## src/design/fisr_pkg.sv

```systemverilog
// Shared constants, types and single-precision arithmetic functions.
package fisr_pkg;
	localparam int unsigned DataW = 32;
	localparam int unsigned QueueDepth = 4;
	localparam logic [31:0] MagicGuess = 32'h5f3759df;
	localparam logic [31:0] CanonNan = 32'h7fc00000;
	localparam logic [31:0] FpHalf = 32'h3f000000;
	localparam logic [31:0] FpThreeHalves = 32'h3fc00000;

	typedef struct packed {
		logic [31:0] x;
		logic [31:0] g;
	} fisr_item_t;

	// Unpacked operand: exponent as biased value (subnormals get 1), significand with hidden bit.
	typedef struct packed {
		logic        sign;
		logic        is_nan;
		logic        is_inf;
		logic        is_zero;
		logic [9:0]  exp;
		logic [23:0] man;
	} fp_unp_t;

	typedef struct packed {
		logic        sign;
		logic        is_nan;
		logic        is_inf;
		logic        is_zero;
		logic signed [10:0] exp;
		logic [49:0] man;
	} fp_mid_t;

	function automatic fp_unp_t fp_unpack(input logic [31:0] a);
		fp_unp_t u;
		u.sign = a[31];
		u.is_nan = (a[30:23] == 8'hff) && (a[22:0] != 23'd0);
		u.is_inf = (a[30:23] == 8'hff) && (a[22:0] == 23'd0);
		u.is_zero = (a[30:0] == 31'd0);
		u.exp = (a[30:23] == 8'd0) ? 10'd1 : {2'b00, a[30:23]};
		u.man = {(a[30:23] != 8'd0), a[22:0]};
		return u;
	endfunction

	// Round a positive magnitude to single precision, nearest even.
	// man holds its leading one anywhere in bits 49..0; value = man * 2^(exp - 127 - 46).
	function automatic logic [31:0] fp_round(input logic sign, input logic signed [10:0] exp,
			input logic [49:0] man);
		logic [5:0]  lz;
		logic [49:0] nm;
		logic signed [11:0] e;
		logic [5:0]  sh;
		logic [50:0] ext;
		logic        sticky;
		logic [24:0] kept;
		logic        g;
		logic [25:0] rnd;
		logic [31:0] res;
		lz = 6'd0;
		for (int i = 0; i < 50; i++) begin
			if (man[i]) lz = 6'(49 - i);
		end
		nm = man << lz;
		// leading one now at bit 49 => value 1.x * 2^(exp + 3 - lz - 127)
		e = 12'(exp) + 12'sd3 - 12'($signed({1'b0, lz}));
		sh = 6'd0;
		if (e < 12'sd1) begin
			sh = (e < -12'sd30) ? 6'd31 : 6'(12'sd1 - e);
			e = 12'sd0;
		end
		ext = {nm, 1'b0} >> sh;
		sticky = 1'b0;
		for (int i = 0; i < 50; i++) begin
			if (i < int'(sh) && nm[i]) sticky = 1'b1;
		end
		kept = {1'b0, ext[50:27]};
		g = ext[26];
		sticky = sticky | (ext[25:0] != 26'd0);
		rnd = {1'b0, kept} + 26'(g && (sticky || kept[0]));
		// A subnormal that rounds up into the hidden bit becomes the smallest normal.
		if (rnd[23] && !kept[23] && e == 12'sd0) e = 12'sd1;
		if (rnd[24]) begin
			rnd = rnd >> 1;
			e = e + 12'sd1;
		end
		if (e >= 12'sd255) res = {sign, 8'hff, 23'd0};
		else res = {sign, e[7:0], rnd[22:0]};
		if (man == 50'd0) res = {sign, 31'd0};
		return res;
	endfunction

	// Multiply, first half: specials and the significand product.
	function automatic fp_mid_t fp_mul_a(input logic [31:0] a, input logic [31:0] b);
		fp_unp_t ua;
		fp_unp_t ub;
		fp_mid_t m;
		ua = fp_unpack(a);
		ub = fp_unpack(b);
		m.sign = ua.sign ^ ub.sign;
		m.is_nan = ua.is_nan || ub.is_nan || (ua.is_inf && ub.is_zero) ||
			(ub.is_inf && ua.is_zero);
		m.is_inf = ua.is_inf || ub.is_inf;
		m.is_zero = ua.is_zero || ub.is_zero;
		// product exponent: ea+eb-127, product has leading one at bit 46 or 47 for normal operands
		m.exp = 11'($signed({1'b0, ua.exp})) + 11'($signed({1'b0, ub.exp})) - 11'sd127;
		m.man = {2'b00, 48'(ua.man) * 48'(ub.man)};
		return m;
	endfunction

	function automatic logic [31:0] fp_finish(input fp_mid_t m);
		if (m.is_nan) return CanonNan;
		if (m.is_inf) return {m.sign, 8'hff, 23'd0};
		if (m.is_zero) return {m.sign, 31'd0};
		return fp_round(m.sign, m.exp, m.man);
	endfunction

	// 1.5 - t, exact alignment then one rounding.
	function automatic logic [31:0] fp_sub_from_1p5(input logic [31:0] t);
		fp_unp_t ua;
		fp_unp_t ub;
		logic [10:0] d;
		logic [49:0] ma;
		logic [49:0] mb;
		logic        st;
		logic        bs;
		logic        big_a;
		logic [10:0] eb;
		logic [49:0] mr;
		logic        rs;
		ua = fp_unpack(FpThreeHalves);
		ub = fp_unpack(t);
		bs = ~ub.sign;
		if (ub.is_nan) return CanonNan;
		if (ub.is_inf) return {bs, 8'hff, 23'd0};
		if (ub.is_zero) return FpThreeHalves;
		big_a = {ua.exp, ua.man} >= {ub.exp, ub.man};
		if (big_a) begin
			d = 11'(ua.exp) - 11'(ub.exp);
			ma = {1'b0, ua.man, 25'd0};
			mb = {1'b0, ub.man, 25'd0};
			eb = 11'(ua.exp);
		end else begin
			d = 11'(ub.exp) - 11'(ua.exp);
			ma = {1'b0, ub.man, 25'd0};
			mb = {1'b0, ua.man, 25'd0};
			eb = 11'(ub.exp);
		end
		st = 1'b0;
		if (d > 11'd48) begin
			st = (mb != 50'd0);
			mb = 50'd0;
		end else begin
			for (int i = 0; i < 50; i++) begin
				if (i < int'(d) && mb[i]) st = 1'b1;
			end
			mb = mb >> d;
		end
		rs = big_a ? ua.sign : bs;
		if (ua.sign == bs) mr = ma + mb + 50'(st);
		else mr = ma - mb - 50'(st);
		if (mr == 50'd0) return 32'd0;
		// mr value: mr * 2^(eb - 127 - 48); fp_round expects exponent offset of 46
		mr = {mr[49:1], mr[0] | st};
		return fp_round(rs, $signed(eb) - 11'sd2, mr);
	endfunction
endpackage

```

## src/design/fisr_front.sv

```systemverilog
// Front end: accepts inputs, forms the integer guess and queues the item.
module fisr_front (
	input  logic               clk,
	input  logic               arst_n,
	input  logic               valid,
	output logic               ready,
	input  logic [31:0]        x_bits,
	output logic               q_valid,
	input  logic               q_ready,
	output fisr_pkg::fisr_item_t q_item
);
	import fisr_pkg::*;

	localparam int unsigned PtrW = $clog2(QueueDepth);
	fisr_item_t       mem_q [QueueDepth];
	logic [PtrW-1:0]  wr_q;
	logic [PtrW-1:0]  rd_q;
	logic [PtrW:0]    cnt_q;
	logic             push;
	logic             pop;
	fisr_item_t       item;

	always_comb begin
		item.x = x_bits;
		item.g = MagicGuess - {x_bits[31], x_bits[31:1]};
	end

	assign ready = (cnt_q != (PtrW+1)'(QueueDepth));
	assign push = valid && ready;
	assign q_valid = (cnt_q != '0);
	assign pop = q_valid && q_ready;
	assign q_item = mem_q[rd_q];

	always_ff @(posedge clk) begin
		if (push) mem_q[wr_q] <= item;
	end

	always_ff @(posedge clk or negedge arst_n) begin
		if (!arst_n) begin
			wr_q <= '0;
			rd_q <= '0;
			cnt_q <= '0;
		end else begin
			if (push) wr_q <= wr_q + 1'b1;
			if (pop) rd_q <= rd_q + 1'b1;
			cnt_q <= cnt_q + (PtrW+1)'(push) - (PtrW+1)'(pop);
		end
	end
endmodule

```

## config.mk

```make
export PLATFORM = sky130hd
export DESIGN_NAME = fisr_front
export DESIGN_NICKNAME = d
export VERILOG_FILES = /design/src/design/fisr_pkg.sv /design/src/design/fisr_front.sv
export SDC_FILE = /design/constraint.sdc
export NUM_CORES = 1
export LEC_CHECK = 0
export BUFFER_PORTS_ARGS = -buffer_cell sky130_fd_sc_hd__buf_4
export CAP_MARGIN = 15
export CORE_MARGIN = 1
export CORE_UTILIZATION = 40
export CTS_BUF_LIST = sky130_fd_sc_hd__clkbuf_2
export DETAILED_ROUTE_END_ITERATION = 12
export PLACE_DENSITY = 0.57
export SLEW_MARGIN = 20
export SYNTH_ARGS = -nofsm -noshare
export SYNTH_HDL_FRONTEND = slang
export SYNTH_SLANG_ARGS = --single-unit
```

## constraint.sdc

```tcl
create_clock -name clk -period 7.8 [get_ports clk]
set_input_delay 2.34 -clock clk [delete_from_list [all_inputs] [get_ports clk]]
set_output_delay 2.34 -clock clk [all_outputs]
set_load 0.02 [all_outputs]
```

Word level (Yosys, flattened, before mapping)
Memories as Yosys holds them, arrays and structs flattened.
Cells that the tools add are included.
- register bits: 7
- bits in latches: 0
- RAM bits: 256
- ROM bits: 0
- output and inout port bits: 66
- word-level logic and storage cells: 15
- memories kept: 1
- memories (name ; depth ; bits a word ; rd ports ; clocked after Yosys merged registers in ; write ports ; RTL line ; text):
    mem_q ; 4 ; 64 ; 1 ; 0 ; 1 ; fisr_front.sv:15 ; fisr_item_t mem_q [QueueDepth];
- add/subtract/negate cells: 5
- $mul: 0
- divide/modulo/power cells: 0
- magnitude comparators: 0
- eq/ne operators: 1
- shifts and indexed selects: 0
- muxes and demuxes: 2
- bitwise operators: 0
- reductions and logical operators: 3
- operator list (operator ; number):
    31-bit by 32-bit subtractor with 32-bit output (first input constant) ; 1
    2-bit by 1-bit adder with 2-bit output (second input constant) ; 2
    3-bit by 1-bit adder with 3-bit output ; 1
    3-bit inequality test (second input constant) ; 1
    3-bit nonzero test ; 1
    3-bit by 1-bit subtractor with 3-bit output ; 1
    1-bit logical AND ; 2
    1-bit two-way mux ; 2

Longest topological paths before layout
- depth in word-level cells: 4
- depth in mapped cells: 11

Worst setup path before layout
No wires, ideal clock.
- kind: input to register
- from: in valid
- to: mem mem_q[2][0] (netlist bit) (enable)
- setup time: 0.428 ns
- arrival: 3.872 ns
- required time: 7.372 ns
- path slack: 3.500 ns
- stages on the path: 1
- path through: and3_1
- word-level cells in the longest chain between the ends: 3
- RTL lines (what ; RTL line ; text):
    start, declared ; fisr_front.sv:5 ; input logic valid,
    1-bit logical AND ; fisr_front.sv:29 ; assign push = valid && ready;
    1-bit two-way mux ; fisr_front.sv:35 ; if (push) mem_q[wr_q] <= item;
    1-bit two-way mux (implied by the code) ; fisr_front.sv:35 ;
    end, declared ; fisr_front.sv:15 ;
No other way between the ends.

==> metrics.cfg <==
[detailed_routing]
postRouteAntennaNets=0
vias=4974
vias_per_cell=5.07
detail_route.iter0.violations=254
routed_wl_um=19600
wl_per_cell_um=20.0
firstDrtPassIters=4
drc_errors=0

[synth]
postSynthRegisterBits=259
largest_family_of_logic_cells_by_synthesized_area=multiplexers
synth.area.mux_share_pct=14.0
mean_area_per_synthesized_cell_um2=22.2
netlist_area_mm2=0.0101
yosys_top_cell_area_share_pct=74.6
synth_cell_type_count=44
post_synth_and_or_nand_nor_area_fraction_pct=2.70
synth_compound_area_share_pct=2.04
synth.area.top_cells=sky130_fd_sc_hd__edfxtp_1 (75%), sky130_fd_sc_hd__mux4_2 (14%), sky130_fd_sc_hd__dfrtp_1 (1.7%)
synth_cells=457
yosys.area_share.xor_xnor_pct=2.42
synth_largest_area_cell=sky130_fd_sc_hd__edfxtp_1
synth_fp_nets=501
ys_seq_area_share_pct=76.3
ys.warnings.count=0
yosys.area_share.adder_pct=1.06

[clocking]
cts_tree=yes
clk_path_buf_depth=3
numCtsBuffers=68
clock_tree.htree_level_count=3
gates_resized_cts_repair=0
clock_root_buffer=sky130_fd_sc_hd__clkbuf_2
clock-sinks=259
post_cts_buffers=0
worst_skew_pair.late_latency_ps=820
post_cts_hold_buffer_count=0
cts.reportedPaths.clkPinSlew_ps=100

[floorplan]
die_area_mm2=0.0260
starting_density_of_the_core_pct=41.2
die_w_um=161
rows=57
design.portCount=102
design.core.area_mm2=0.0246
die_height_um=161

[critical_path]
cp.arrival_ps=3220
endpoint_kind=output pin
critPathRequiredTime_ps=5460
setup.worst_path.class=reg2out
startpoint_type=flip-flop
crit_fanout=35
ff2ff_setup_slack_ps=5440

[final_layout]
synthToLayoutAreaGrowth_pct=16.9
finish.cell_count_without_fillers=981
filler_instances=2118
nNetsFinal=657
layout_common_cells=sky130_fd_sc_hd__edfxtp_1 (252), sky130_fd_sc_hd__buf_4 (102), sky130_fd_sc_hd__clkbuf_2 (94)
drive_gt1_share_pct=44.2
mostFrequentLayoutCell=sky130_fd_sc_hd__edfxtp_1

[power]
internal_power_mw=2.90
p_leak_nw=4.13
clock_power_share_pct=20.2
netSwitchingPower_mw=1.49
combinationalPowerShare_pct=33.4
power.density_mw_per_mm2=370
switching_share_pct=34.0
seq_power_share_pct=46.4
power.ir.vdd_worst_mv=0.268

[grt]
maximum_number_of_pins_on_one_net_before_global_route_repair=65
groute.usage.overall_pct=16.1
grt_remaining_overflow=0
global_route_wire_length_before_repair_um=31100
antenna_found_initial=2
via_count_of_the_first_global_routing_pass=5659

[sta]
final_max_slew_viol_count=0
timing.slew.headroom_pct=30.0
timing.clock.skew_ps=79.1
timing.final.crit_period_ps=5560
rsz_0062_raised_after_global_routing=false
tns_ps=0
hold_viol=0
worst-slew-pin-transition_ps=1050
postLayoutSetupSlackWorst_ps=2240
timing.final.crit_share_pct=71.3
setup_viol=0
timing.fmax_mhz=180

[worst_hold_path]
min_path_type=reg2reg

[placed_design]
numPortBuffers=101
place_worst_setup_slack_ps=2960
finalWeightedCongestion=0.696
dpl_hpwl_um=11000
place.detailed.instances=866

[run_status]
run_status=completed

[job]
max-cap-violations=0

[worst paths after layout]
kind	from	endpoint	cells after the start
hold / removal	cnt_q[2]	cnt_q[2]	1
hold reg to reg	cnt_q[2]	cnt_q[2]	1
max in group asynchronous	arst_n	rd_q[1]	1
min in group asynchronous	arst_n	cnt_q[0]	1
setup reg to reg	cnt_q[1]	cnt_q[2]	9
setup / recovery	rd_q[0]	q_item[13]	3
[synthesized netlist by cell type (all sizes together)]
cell / instances
nor4: 1
o21ai: 4
nand3: 4
or3: 2
a21oi: 4
mux4: 63
o21a: 1
xor2: 9
and3: 9
a21o: 1
a211oi: 2
nor2: 7
buf: 17
a41oi: 1
or2: 1
nor2b: 3
o2111ai: 1
ha: 7
edfxtp: 252
fa: 1
nand2: 11
o21bai: 1
a21bo: 1
nor3: 1
dfrtp: 7
a31oi: 2
inv: 14
nand4b: 1
and2: 3
o22a: 2
xnor2: 19
nand3b: 1
o211ai: 3
nor3b: 1
[cell families after synthesis]
| group | Yosys count |
|---|---|
| buffers and inverters | 31 |
| AND/OR/NAND/NOR | 45 |
| AO/OA/AOI/OAI | 23 |
| XOR/XNOR | 28 |
| adder cells (fa/ha/maj) | 8 |
| multiplexers | 63 |
| flip-flops | 259 |
[critical path: stages, from the launching register on]
cell and delay, ps:
sky130_fd_sc_hd__dfrtp_4 910, sky130_fd_sc_hd__buf_4 660, sky130_fd_sc_hd__mux4_2 620, sky130_fd_sc_hd__buf_4 180
[cell type report]
class                      instances  area (µm²)  share of cell area [%]
multi-input combinational        167        2270                    19.2
antenna                            3        7.51                  0.0633
timing repair buffer             103         786                    6.63
clock buffer                      94         470                    3.97
inverter                          14        52.6                   0.443
clock inverter                    17         108                   0.908
tap                              324         405                    3.42
sequential                       259        7750                    65.4
[power groups by stage]
| stage | Clock (mW) | Sequential, mW | Combinational (mW) |
|---|---|---|---|
| after floorplan | 0 | 1.93 | 1.04 |
| after global placement | 0 | 2.07 | 1.49 |
| after detailed placement | 0 | 2.09 | 1.50 |
| after CTS | 0.927 | 2.06 | 1.50 |
| after global routing | 0.998 | 2.08 | 1.57 |
| final | 0.884 | 2.04 | 1.47 |
[metrics by stage]
| stage | util, % | cell area [µm²] | hold slack, ps | power [mW] |
|---|---|---|---|---|
| floorplan | - | 10100 | 460 | 2.97 |
| finish | 48.2 | 11900 | 521 | 4.39 |
| detailed placement | 45.7 | 11200 | 504 | 3.59 |
| CTS | 48.1 | 11800 | 523 | 4.48 |
| global placement | 45.7 | 11200 | 476 | 3.57 |
| global route | 48.2 | 11900 | 545 | 4.65 |
[state kept, by name, indices dropped and copies added (netlist names)]
name   count
cnt_q      3
mem_q    252
rd_q       2
wr_q       2
[layer usage]
metal  track usage [%]  part of all wire, %
met1              20.3                   43
met2              25.8                   49
met3              5.03                  5.9
met4              6.35                  1.4
met5                 0                    0
No activity file was read; power rests on OpenSTA's default activity.
